[src/sv/ssd_pkg.sv]
// Shared types, constants and address helper for the sensor stuck detector.
`default_nettype none

package ssd_pkg;

    localparam int WINDOW_DEPTH = 8;
    localparam int VALUE_BITS   = 32;

    localparam int IN_VALUE_BITS = 32;
    localparam int LIMIT_BITS    = 31;
    localparam int NUM_VEC       = 3;
    localparam int NUM_SCA       = 5;
    localparam int NUM_SENS      = NUM_VEC + NUM_SCA;
    localparam int NUM_AXES      = 3;
    localparam int NUM_CHAN      = NUM_VEC * NUM_AXES + NUM_SCA;
    localparam int SENS_BITS     = $clog2(NUM_SENS);
    localparam int AXIS_BITS     = $clog2(NUM_AXES);
    localparam int CHAN_BITS     = $clog2(NUM_CHAN);
    localparam int POS_BITS      = $clog2(WINDOW_DEPTH);
    localparam int FILL_BITS     = $clog2(WINDOW_DEPTH + 1);
    localparam int MEM_DEPTH     = NUM_CHAN * WINDOW_DEPTH;
    localparam int ADDR_BITS     = $clog2(MEM_DEPTH);
    localparam int SPAN_BITS     = VALUE_BITS + 1;
    localparam int CMP_BITS      = (SPAN_BITS > LIMIT_BITS) ? SPAN_BITS : LIMIT_BITS;
    localparam int MODE_BITS     = 2;
    localparam int USER_BITS     = MODE_BITS + SENS_BITS;
    localparam int IN_DATA_BITS  = NUM_AXES * IN_VALUE_BITS;
    localparam int CFG_IDX_BITS  = 2;

    // Sensor that gates its sample on a positive reading
    localparam logic [SENS_BITS-1:0] SENSOR_RANGE = SENS_BITS'(6);

    typedef logic signed [VALUE_BITS-1:0] t_value;
    typedef logic signed [SPAN_BITS-1:0]  t_span;

    typedef enum logic [MODE_BITS-1:0] {
        MODE_SAMPLE = 2'd0,
        MODE_PUSH   = 2'd1,
        MODE_EVAL   = 2'd2,
        MODE_REPORT = 2'd3
    } t_mode;

    typedef enum logic [CFG_IDX_BITS-1:0] {
        CFG_LIMIT_VECTOR = 2'd0,
        CFG_LIMIT_SCALAR = 2'd1
    } t_cfg_idx;

    typedef enum logic [2:0] {
        ST_IDLE,
        ST_PUSH,
        ST_EV_RD,
        ST_EV_ACC,
        ST_EV_SPAN,
        ST_REPORT
    } t_state;

    // Ring memory address of one entry of one channel
    function automatic logic [ADDR_BITS-1:0] ring_addr(
        input logic [CHAN_BITS-1:0] chan,
        input logic [POS_BITS-1:0]  pos
    );
        logic [ADDR_BITS-1:0] base;
        base = ADDR_BITS'(chan) * ADDR_BITS'(WINDOW_DEPTH);
        return base + ADDR_BITS'(pos);
    endfunction

endpackage

`default_nettype wire

[src/sv/sensor_stuck_detector.sv]
// Top level of the sensor stuck detector: ring memory, sequencer and shared min/max unit.
//
// Input channel (i_s_*): one item per handshake; tuser carries mode and sensor,
// tdata the three signed axis values. Modes: sample stores a sensor's latest
// value, push writes all 14 latest channel values into their rings through
// the single memory write port, evaluate walks the ring memory one entry per
// read plus update step and one span compare per channel, then the report
// step hands the mask to the output register; report just hands the stored
// mask over. The single ring memory port and the one min/max unit make these
// steps run one after another.
// Output channel (o_m_*): one 8-bit health mask per evaluate or report item,
// held in an output register; a new input item is taken while it waits.
// If the receiver stalls, a finished mask waits in the report step and no new
// item is taken until the register frees up.
// Configuration channel (i_cfg_*): writes to the two limit registers, always
// ready; write it only while no item is in flight.
// Reset clears state, latest values, ring positions, fill count, stored mask
// and sets the limits to 0 (vector) and 1 (scalar). Ring contents need no clear.
`default_nettype none

module sensor_stuck_detector (
    input  wire logic                               i_clk,
    input  wire logic                               i_rst_n,
    // tuser: mode[1:0], sensor[4:2]
    input  wire logic [ssd_pkg::USER_BITS-1:0]      i_s_tuser,
    // tdata: value_x[31:0], value_y[63:32], value_z[95:64]
    input  wire logic [ssd_pkg::IN_DATA_BITS-1:0]   i_s_tdata,
    input  wire logic                               i_s_tvalid,
    output logic                                    o_s_tready,
    // tdata: health[7:0]
    output logic [ssd_pkg::NUM_SENS-1:0]            o_m_tdata,
    output logic                                    o_m_tvalid,
    input  wire logic                               i_m_tready,
    input  wire logic                               i_cfg_valid,
    output logic                                    o_cfg_ready,
    input  wire logic [ssd_pkg::CFG_IDX_BITS-1:0]   i_cfg_index,
    input  wire logic [ssd_pkg::LIMIT_BITS-1:0]     i_cfg_data
);
    import ssd_pkg::*;

    t_state                 r_state, n_state;
    logic [CHAN_BITS-1:0]   r_chan, n_chan;
    logic [POS_BITS-1:0]    r_pos, n_pos;
    logic [SENS_BITS-1:0]   r_sens, n_sens;
    logic [AXIS_BITS-1:0]   r_axis, n_axis;
    logic [POS_BITS-1:0]    r_wpos, n_wpos;
    logic [FILL_BITS-1:0]   r_fill, n_fill;
    logic [NUM_SENS-1:0]    r_flat, n_flat;
    logic [NUM_SENS-1:0]    r_health, n_health;
    logic [NUM_SENS-1:0]    r_out_data, n_out_data;
    logic                   r_out_valid, n_out_valid;
    t_value                 r_lo, n_lo;
    t_value                 r_hi, n_hi;
    logic [LIMIT_BITS-1:0]  r_lim_vec, r_lim_sca;
    t_value                 r_latest [NUM_CHAN];
    t_value                 r_rd_data;
    t_value                 mem [MEM_DEPTH];

    logic                   s_accept;
    t_mode                  in_mode;
    logic [SENS_BITS-1:0]   in_sensor;
    t_value                 in_x, in_y, in_z;
    logic [CHAN_BITS-1:0]   vec_base;
    logic                   mem_we;
    logic [ADDR_BITS-1:0]   wr_addr, rd_addr;
    t_span                  span;
    logic [CMP_BITS-1:0]    span_u;
    logic                   full;
    logic                   axis_flat;

    assign in_mode   = t_mode'(i_s_tuser[MODE_BITS-1:0]);
    assign in_sensor = i_s_tuser[USER_BITS-1:MODE_BITS];
    assign in_x      = t_value'($signed(i_s_tdata[IN_VALUE_BITS-1:0]));
    assign in_y      = t_value'($signed(i_s_tdata[2*IN_VALUE_BITS-1:IN_VALUE_BITS]));
    assign in_z      = t_value'($signed(i_s_tdata[3*IN_VALUE_BITS-1:2*IN_VALUE_BITS]));
    assign vec_base  = CHAN_BITS'(in_sensor) * CHAN_BITS'(NUM_AXES);

    assign o_s_tready  = (r_state == ST_IDLE);
    assign s_accept    = i_s_tvalid && o_s_tready;
    assign o_m_tvalid  = r_out_valid;
    assign o_m_tdata   = r_out_data;
    assign o_cfg_ready = 1'b1;

    assign full    = (r_fill == FILL_BITS'(WINDOW_DEPTH));
    assign wr_addr = ring_addr(r_chan, r_wpos);
    assign rd_addr = ring_addr(r_chan, r_pos);
    assign mem_we  = (r_state == ST_PUSH);

    // Shared span unit: exact difference, then limit compare
    assign span   = t_span'(r_hi) - t_span'(r_lo);
    assign span_u = CMP_BITS'(unsigned'(span));
    assign axis_flat = (r_sens < SENS_BITS'(NUM_VEC))
                     ? (span_u <= CMP_BITS'(r_lim_vec))
                     : (span_u <  CMP_BITS'(r_lim_sca));

    always_ff @(posedge i_clk) begin
        if (mem_we) begin
            mem[wr_addr] <= r_latest[r_chan];
        end
        r_rd_data <= mem[rd_addr];
    end

    always_ff @(posedge i_clk) begin
        if (!i_rst_n) begin
            r_lim_vec <= '0;
            r_lim_sca <= LIMIT_BITS'(1);
        end else if (i_cfg_valid) begin
            if (i_cfg_index == CFG_LIMIT_VECTOR) begin
                r_lim_vec <= i_cfg_data;
            end else if (i_cfg_index == CFG_LIMIT_SCALAR) begin
                r_lim_sca <= i_cfg_data;
            end
        end
    end

    always_ff @(posedge i_clk) begin
        if (!i_rst_n) begin
            for (int i = 0; i < NUM_CHAN; i++) begin
                r_latest[i] <= '0;
            end
        end else if (s_accept && in_mode == MODE_SAMPLE) begin
            if (in_sensor < SENS_BITS'(NUM_VEC)) begin
                r_latest[vec_base]                  <= in_x;
                r_latest[vec_base + CHAN_BITS'(1)]  <= in_y;
                r_latest[vec_base + CHAN_BITS'(2)]  <= in_z;
            end else if (in_sensor != SENSOR_RANGE ||
                         (!in_x[VALUE_BITS-1] && in_x != '0)) begin
                // drop a downward range reading that is not positive
                r_latest[CHAN_BITS'(in_sensor) + CHAN_BITS'(NUM_VEC * (NUM_AXES - 1))] <= in_x;
            end
        end
    end

    always_ff @(posedge i_clk) begin
        if (!i_rst_n) begin
            r_state     <= ST_IDLE;
            r_chan      <= '0;
            r_pos       <= '0;
            r_sens      <= '0;
            r_axis      <= '0;
            r_wpos      <= '0;
            r_fill      <= '0;
            r_flat      <= '0;
            r_health    <= '0;
            r_out_valid <= 1'b0;
        end else begin
            r_state     <= n_state;
            r_chan      <= n_chan;
            r_pos       <= n_pos;
            r_sens      <= n_sens;
            r_axis      <= n_axis;
            r_wpos      <= n_wpos;
            r_fill      <= n_fill;
            r_flat      <= n_flat;
            r_health    <= n_health;
            r_out_valid <= n_out_valid;
        end
    end

    always_ff @(posedge i_clk) begin
        r_out_data <= n_out_data;
        r_lo       <= n_lo;
        r_hi       <= n_hi;
    end

    always_comb begin
        n_state     = r_state;
        n_chan      = r_chan;
        n_pos       = r_pos;
        n_sens      = r_sens;
        n_axis      = r_axis;
        n_wpos      = r_wpos;
        n_fill      = r_fill;
        n_flat      = r_flat;
        n_health    = r_health;
        n_out_valid = r_out_valid && !i_m_tready;
        n_out_data  = r_out_data;
        n_lo        = r_lo;
        n_hi        = r_hi;

        case (r_state)
            ST_IDLE: begin
                if (s_accept) begin
                    case (in_mode)
                        MODE_PUSH: begin
                            n_state = ST_PUSH;
                            n_chan  = '0;
                        end
                        MODE_EVAL: begin
                            n_state = ST_EV_RD;
                            n_chan  = '0;
                            n_pos   = '0;
                            n_sens  = '0;
                            n_axis  = '0;
                            n_flat  = '1;
                        end
                        MODE_REPORT: begin
                            n_state = ST_REPORT;
                        end
                        default: begin
                            n_state = ST_IDLE;
                        end
                    endcase
                end
            end
            ST_PUSH: begin
                if (r_chan == CHAN_BITS'(NUM_CHAN - 1)) begin
                    n_state = ST_IDLE;
                    n_wpos  = (r_wpos == POS_BITS'(WINDOW_DEPTH - 1))
                            ? '0 : r_wpos + POS_BITS'(1);
                    if (!full) begin
                        n_fill = r_fill + FILL_BITS'(1);
                    end
                end else begin
                    n_chan = r_chan + CHAN_BITS'(1);
                end
            end
            ST_EV_RD: begin
                n_state = ST_EV_ACC;
            end
            ST_EV_ACC: begin
                if (r_pos == '0) begin
                    n_lo = r_rd_data;
                    n_hi = r_rd_data;
                end else begin
                    if (r_rd_data < r_lo) begin
                        n_lo = r_rd_data;
                    end
                    if (r_rd_data > r_hi) begin
                        n_hi = r_rd_data;
                    end
                end
                if (r_pos == POS_BITS'(WINDOW_DEPTH - 1)) begin
                    n_state = ST_EV_SPAN;
                end else begin
                    n_pos   = r_pos + POS_BITS'(1);
                    n_state = ST_EV_RD;
                end
            end
            ST_EV_SPAN: begin
                n_flat[r_sens] = r_flat[r_sens] && axis_flat;
                if (r_chan == CHAN_BITS'(NUM_CHAN - 1)) begin
                    // stuck only when the ring is full and every axis is flat
                    n_health = ~(n_flat & {NUM_SENS{full}});
                    n_state  = ST_REPORT;
                end else begin
                    n_chan  = r_chan + CHAN_BITS'(1);
                    n_pos   = '0;
                    n_state = ST_EV_RD;
                    if (r_sens < SENS_BITS'(NUM_VEC) &&
                        r_axis != AXIS_BITS'(NUM_AXES - 1)) begin
                        n_axis = r_axis + AXIS_BITS'(1);
                    end else begin
                        n_axis = '0;
                        n_sens = r_sens + SENS_BITS'(1);
                    end
                end
            end
            ST_REPORT: begin
                // hold the mask until the output register is free
                if (!r_out_valid || i_m_tready) begin
                    n_out_valid = 1'b1;
                    n_out_data  = r_health;
                    n_state     = ST_IDLE;
                end
            end
            default: begin
                n_state = ST_IDLE;
            end
        endcase
    end

    a_fill_bound: assert property (@(posedge i_clk) disable iff (!i_rst_n)
        r_fill <= FILL_BITS'(WINDOW_DEPTH))
        else $error("fill count above ring depth");

    a_wpos_tracks_fill: assert property (@(posedge i_clk) disable iff (!i_rst_n)
        !full |-> (FILL_BITS'(r_wpos) == r_fill))
        else $error("write position out of step with fill count");

    a_eval_start: assert property (@(posedge i_clk) disable iff (!i_rst_n)
        (s_accept && in_mode == MODE_EVAL) |=> (r_state == ST_EV_RD && r_chan == '0))
        else $error("evaluate did not start at the first channel");

    a_span_last_entry: assert property (@(posedge i_clk) disable iff (!i_rst_n)
        (r_state == ST_EV_SPAN) |-> (r_pos == POS_BITS'(WINDOW_DEPTH - 1)))
        else $error("span taken before the whole ring was read");

endmodule

`default_nettype wire
[config.mk]
export PLATFORM = sky130hd
export DESIGN_NAME = sensor_stuck_detector
export DESIGN_NICKNAME = d
export VERILOG_FILES = /design/src/sv/ssd_pkg.sv /design/src/sv/sensor_stuck_detector.sv
export SDC_FILE = /design/constraint.sdc
export NUM_CORES = 2
export LEC_CHECK = 0
export BUFFER_PORTS_ARGS = -buffer_cell sky130_fd_sc_hd__buf_2
export CAP_MARGIN = 10
export CORE_MARGIN = 2
export CORE_UTILIZATION = 63
export DETAILED_ROUTE_END_ITERATION = 8
export PLACE_DENSITY = 0.79
export SYNTH_ARGS = -nofsm -noshare
export SYNTH_HDL_FRONTEND = slang
export SYNTH_SLANG_ARGS = --single-unit
[constraint.sdc]
create_clock -name i_clk -period 7.46 [get_ports i_clk]
set_clock_uncertainty 0.15 [all_clocks]
set_input_delay 0.373 -clock i_clk [delete_from_list [all_inputs] [get_ports i_clk]]
set_output_delay 0.373 -clock i_clk [all_outputs]
set_load 0.02 [all_outputs]
Word level (Yosys, flattened, before mapping) --
Memory sizes are Yosys's and may differ from the RTL's. A register that Yosys moved wholly into a read port is not among the register bits. Cells that the tools add are included.
Word-level totals: RAM bits 4032, input bits 139, memories kept 2, flip-flop bits (word level) 173, latch bits 0, bits in read-only memories 0, output and inout bits 11, logic and storage cells 174
Memories:
- mem | depth 112, bits a word 32, read ports 1, clocked after memory_dff 1, wr ports 1, RTL line sensor_stuck_detector.sv:57 | t_value mem [MEM_DEPTH];
- r_latest | depth 14, bits a word 32, read ports 1, clocked after memory_dff 1, wr ports 14, RTL line sensor_stuck_detector.sv:55 | t_value r_latest [NUM_CHAN];
Operators by class: $lt $le $gt $ge 8, reduce and logical (&&, ||, !) cells 42, multiplexer cells 66, div/mod/pow operators 0, bitwise gates (word level) 4, eq/ne operators 24, shift operators 0, $add $sub $neg 12, multipliers 1
Operators with widths (number):
- $mux W32 | 8
- $reduce_or A32 Y1 | 4
- $mux W3 | 12
- $mux W4 | 9
- $le A33 B31 Y1 | 1
- $lt A33 B31 Y1 | 1
- $sub A32 B32 Y33 | 1
- $gt A32 B32 Y1 | 1
- $lt A32 B32 Y1 | 1
- $reduce_bool A32 Y1 | 1
- $mux W1 | 21
- $pmux W3 S3 | 2
- $pmux W3 S6 | 1
- $mux W8 | 2
- $pmux W8 S2 | 1
- $add A7 B3 Y7 | 2
- $ne A2 B2 Y1 const B | 7
- $add A4 B1 Y4 const B | 3
- $eq A3 B3 Y1 const B | 4
- $reduce_and A2 Y1 | 6
- $reduce_and A3 Y1 | 4
- $reduce_and A5 Y1 | 2
- $add A3 B1 Y3 const B | 3
- $and A8 B8 Y8 | 1
- 32 further kinds | 59

Logic depth before layout (Yosys ltp) --
word-level depth 10, mapped depth 22, gate-level depth less buffers 21

Least setup slack after synthesis --
Ideal clock, no wire load.
path kind register to register, start point register r_state[2], end point memory r_latest[4][0] (netlist name), enable pin, arrival 5.568 ns, data required time 6.777 ns, setup time 0.533 ns, period minus slack after synthesis 6.251 ns, path buffers 1, cell stages (with the launch flop) 8, path slack 1.209 ns, path through dfxtp_1 -> buf_2 -> nor3_4 -> nand4_1 -> a311oi_2 -> nor2b_1 -> o2bb2a_2 -> o311ai_0
RTL lines:
- from (decl) | RTL line sensor_stuck_detector.sv:41 | t_state r_state, n_state;
- from (signal assigned) | RTL line sensor_stuck_detector.sv:147 | r_state <= n_state;
- to (decl) | RTL line sensor_stuck_detector.sv:55

==> results.rst <==
.. list-table::
   :header-rows: 1

   * - Metric
     - Value
   * - Pre-CTS WS
     - 2.05 ns
   * - Setup crit start kind
     - register
   * - # port buffers
     - 148
   * - Antenna violation net count after detailed routing
     - 0
   * - Number of setup violations in the final report
     - 0
   * - Warning count from the yosys run
     - 0
   * - Number of synthesized flops with an enable pin
     - 4168
   * - Antenna violations before repair
     - 46
   * - Critical-path cell with the highest stage delay
     - sky130_fd_sc_hd__nor2_4
   * - Number of maximum-capacitance violations
     - 0
   * - Maximum number of pins on one net before global-route repair
     - 130
   * - Routed wire per std cell
     - 39.4 um
   * - Layout fillers
     - 15500
   * - CTS tree
     - done
   * - Path category of the worst min-delay check
     - in2reg
   * - Area of the mapped netlist
     - 0.178 sq mm
   * - Via density per instance
     - 7.47
   * - Std-Cell Core Area
     - 0.282 sq mm
   * - Ordered list of cells on the worst path
     - nor3_4 > nand4_1 > nor2b_1 > nand2_1 > nor2_4 > nor2_1 > and3_1 > buf_4 > nand2_1 > nand2_1 > dlygate4sd3_1
   * - DRC violation count after routing
     - 5
   * - Synth area leader
     - sky130_fd_sc_hd__edfxtp_1
   * - Global route overflow
     - 0
   * - Fin crit share
     - 0.758
   * - HPWL reported at the end of detailed placement
     - 274 mm
   * - DR iter-0 viols
     - 18200
   * - Number of distinct library cells after synthesis
     - 73
   * - Area of the die
     - 0.287 sq mm
   * - H-tree depth
     - 5
   * - Post-synth net total
     - 9440
   * - Final wirelength
     - 536 mm
   * - Smallest setup slack after layout
     - 1.80 ns
   * - Total Neg Setup Slack
     - 0 ns
   * - Top-area cell type share of the netlist area
     - 0.702
   * - Synthesized area per cell
     - 19.6 sq um
   * - CP required
     - 7.95 ns
   * - Effective utilization at floorplan
     - 0.632
   * - Kind of end point of the critical path
     - register
   * - Gate family responsible for the most delay along the worst path
     - simple AND/OR/NAND/NOR gates
   * - Clock tree root buffer cell
     - sky130_fd_sc_hd__clkbuf_16
   * - Most frequent cell on the critical path
     - sky130_fd_sc_hd__nand2_1
   * - Clk pin slew, worst setup/hold paths
     - 0.07 ns
   * - Worst Setup Path Type
     - reg2reg
   * - Signed area change from the synthesized netlist to the final layout
     - 12.2%
   * - Crit path max fanout
     - 34
   * - Transition time at the pin with the least slew margin
     - 1.38 ns
   * - Violated checks
     - design-rule violations
   * - Number of vias after detailed routing
     - 101000
   * - Buffers plus inverters on the worst setup path
     - 2
   * - CTS sink count
     - 4305
   * - Floorplan die width
     - 536 um
   * - 1st-pass router iterations
     - 9
   * - Net total in the final layout
     - 9794
   * - Worst voltage drop across the vdd grid
     - 0.251 mV
   * - Flop and latch count out of synthesis
     - 4305
   * - Buffers inserted by post-CTS timing repair
     - 0
   * - Register area share after synthesis
     - 0.717
   * - Minimum clock period after layout
     - 5.66 ns
   * - Global-route wire length before repair
     - 757 mm
   * - Vias in the first global route
     - 103000
   * - Fmax
     - 177 MHz
   * - Number of hold violations in the final report
     - 0
   * - Pwr dens
     - 259 mW/mm^2
   * - Cell count after synthesis
     - 9116
   * - Biggest area contributors in the synthesized netlist
     - sky130_fd_sc_hd__edfxtp_1 70%, sky130_fd_sc_hd__mux4_2 17%, sky130_fd_sc_hd__a22o_1 1.6%, sky130_fd_sc_hd__dfxtp_1 1.5%, sky130_fd_sc_hd__a21o_1 1.5%
   * - Slowest stage delay, CP
     - 1.18 ns
   * - RSZ-0062 raised after global routing
     - no
   * - Row Count
     - 195
   * - GPL Wtd Cong
     - 0.886
   * - Top library cells by usage in the layout, fill and taps aside
     - 4168 x sky130_fd_sc_hd__edfxtp_1, 1275 x sky130_fd_sc_hd__mux4_2, 616 x sky130_fd_sc_hd__nand2_1, 422 x sky130_fd_sc_hd__clkbuf_16, 353 x sky130_fd_sc_hd__a21o_1
   * - Number of CTS-inserted buffers
     - 416
   * - Proportion of register bits with asynchronous set or reset after synthesis
     - 0
   * - Run status
     - complete, but fails checks
   * - WP data arrival
     - 6.15 ns
   * - Die Ht
     - 536 um
   * - Reported leakage power
     - 0.0665 uW
   * - Synth Flop Type
     - sky130_fd_sc_hd__edfxtp_1
   * - Global Route Usage Sum
     - 0.376
   * - Max Transition Viols Final
     - 0
   * - Proportion of layout cells with a drive suffix above 1
     - 0.260
   * - I/O pin count
     - 150
   * - Longest Clk Path Bufs
     - 4
   * - Headroom to the max-slew limit
     - 0.0811
   * - Later-pin clock latency in the skew report
     - 0.97 ns
   * - Commonest non-fill, non-tap cell in the layout
     - sky130_fd_sc_hd__edfxtp_1
[worst reg2reg max path, stage by stage, from the launching register on]
cell	delay, ns
sky130_fd_sc_hd__dfxtp_1	0.50
sky130_fd_sc_hd__nor3_4	0.38
sky130_fd_sc_hd__nand4_1	0.36
sky130_fd_sc_hd__nor2b_1	0.63
sky130_fd_sc_hd__nand2_1	0.67
sky130_fd_sc_hd__nor2_4	1.19
sky130_fd_sc_hd__nor2_1	0.21
sky130_fd_sc_hd__and3_1	0.26
sky130_fd_sc_hd__buf_4	0.27
sky130_fd_sc_hd__nand2_1	0.19
sky130_fd_sc_hd__nand2_1	0.06
sky130_fd_sc_hd__dlygate4sd3_1	0.55
[sequential cells by signal (all words and copies together) (netlist names), 2 cells and up, named ones only]
signal / count
r_lim_sca: 31
o_m_tdata: 8
r_latest: 512
r_rd_data: 32
r_pos: 3
r_chan: 4
r_flat: 8
r_fill: 4
mem: 3584
r_hi: 32
r_axis: 2
r_wpos: 3
r_state: 3
r_sens: 3
r_health: 8
r_lim_vec: 31
r_lo: 32
[area by class of cell]
cell class	count	area, sq um	area share
Clock inverter	249	2270	0.0113
Multi-Input combinational cell	3914	48200	0.241
Sequential cell	4305	128000	0.639
Antenna cell	35	87.6	0.000438
Timing Repair Buffer	649	5320	0.0266
Inverter	184	703	0.00351
Tap cell	3743	4680	0.0234
Clock buffer	503	10900	0.0546
[power by group]
group / switching (uW) / internal (uW)
sequential: 150 / 27200
clock: 9350 / 11600
combinational: 2460 / 1010
[final timing paths]
check	endpoint	startpoint	depth (start not counted)	slack, ns
min reg2reg	o_m_tdata[5]	r_health[5]	0	0.28
min	r_state[0]	i_s_tuser[0]	7	0.06
max	r_latest[8][9]	r_state[2]	11	1.80
max reg2reg	r_latest[8][9]	r_state[2]	11	1.80
[synth_stat cells (6+ instances only)]
master                     number
sky130_fd_sc_hd__buf_2        146
sky130_fd_sc_hd__o211ai_1       7
sky130_fd_sc_hd__dfxtp_1      137
sky130_fd_sc_hd__and2_1        14
sky130_fd_sc_hd__nand2_1      622
sky130_fd_sc_hd__a211oi_1      15
sky130_fd_sc_hd__xor2_1         9
sky130_fd_sc_hd__ha_1         183
sky130_fd_sc_hd__a21boi_0      71
sky130_fd_sc_hd__mux2_2        15
sky130_fd_sc_hd__o21ai_0      155
sky130_fd_sc_hd__mux4_2      1307
sky130_fd_sc_hd__o31a_1        10
sky130_fd_sc_hd__o22ai_1        9
sky130_fd_sc_hd__a22o_1       321
sky130_fd_sc_hd__a222oi_1      32
sky130_fd_sc_hd__o21a_1        13
sky130_fd_sc_hd__buf_1        145
sky130_fd_sc_hd__a22oi_1       96
sky130_fd_sc_hd__nor3_2        10
sky130_fd_sc_hd__a21o_1       353
sky130_fd_sc_hd__nor4_1        10
sky130_fd_sc_hd__buf_4         14
sky130_fd_sc_hd__nor2b_1       31
sky130_fd_sc_hd__nor2_2         7
sky130_fd_sc_hd__nand3_1       40
sky130_fd_sc_hd__edfxtp_1    4168
sky130_fd_sc_hd__clkbuf_1     406
sky130_fd_sc_hd__inv_1        183
sky130_fd_sc_hd__nor2_1       202
sky130_fd_sc_hd__mux2i_1       95
sky130_fd_sc_hd__a21oi_1       77
sky130_fd_sc_hd__nand2b_1      21
sky130_fd_sc_hd__and3_1         7
sky130_fd_sc_hd__a31oi_1       19
sky130_fd_sc_hd__xnor2_1       30
sky130_fd_sc_hd__a211o_1        6
sky130_fd_sc_hd__nand4_1       26
sky130_fd_sc_hd__nor3b_1        6
sky130_fd_sc_hd__nor3_1        32
[layer usage]
metal	track usage	routed length, um	vias to the layer above
li1	-	-	38200
met1	0.491	171000	51300
met2	0.578	249000	9823
met3	0.113	81700	1988
met4	0.198	34200	32
met5	0	231	-
[logic make-up (layout without fill, tap and decap cells)]
family | after synthesis | count (layout) | share of synthesized area
AND/OR/NAND/NOR | 1053 | 1053 | 0.0254
AO/OA/AOI/OAI | 1219 | 1219 | 0.0510
flip-flops | 4305 | 4305 | 0.717
multiplexers | 1417 | 1417 | 0.171
XOR/XNOR | 39 | 39 | 0.00192
adder cells (fa/ha/maj) | 185 | 185 | 0.0131
other | 1 | 36 | 0.0000210
buffers and inverters | 897 | 1585 | 0.0203
[metrics by stage]
stage | total power (uW) | hold WS, ns | cells | utilization | cell area [sq um]
after floorplan | 29600 | 0.253 | 9116 | - | 178000
after global placement | 30900 | 0.260 | 12600 | 0.655 | 185000
after detailed placement | 31100 | 0.264 | 12600 | 0.655 | 185000
after CTS | 51700 | 0.0210 | 13500 | 0.709 | 200000
after global routing | 52700 | 0.137 | 13600 | 0.709 | 200000
final | 51800 | 0.0576 | 13600 | 0.709 | 200000
[repair_timing]
item | 4_1_cts | 5_1_grt
setup endpoints to repair | 0 | 0
hold endpoints to repair | 614 | 0
resized for setup | 0 | 0
hold buffers | 210 | 0
Note: power is estimated with default switching activity, not from simulation.
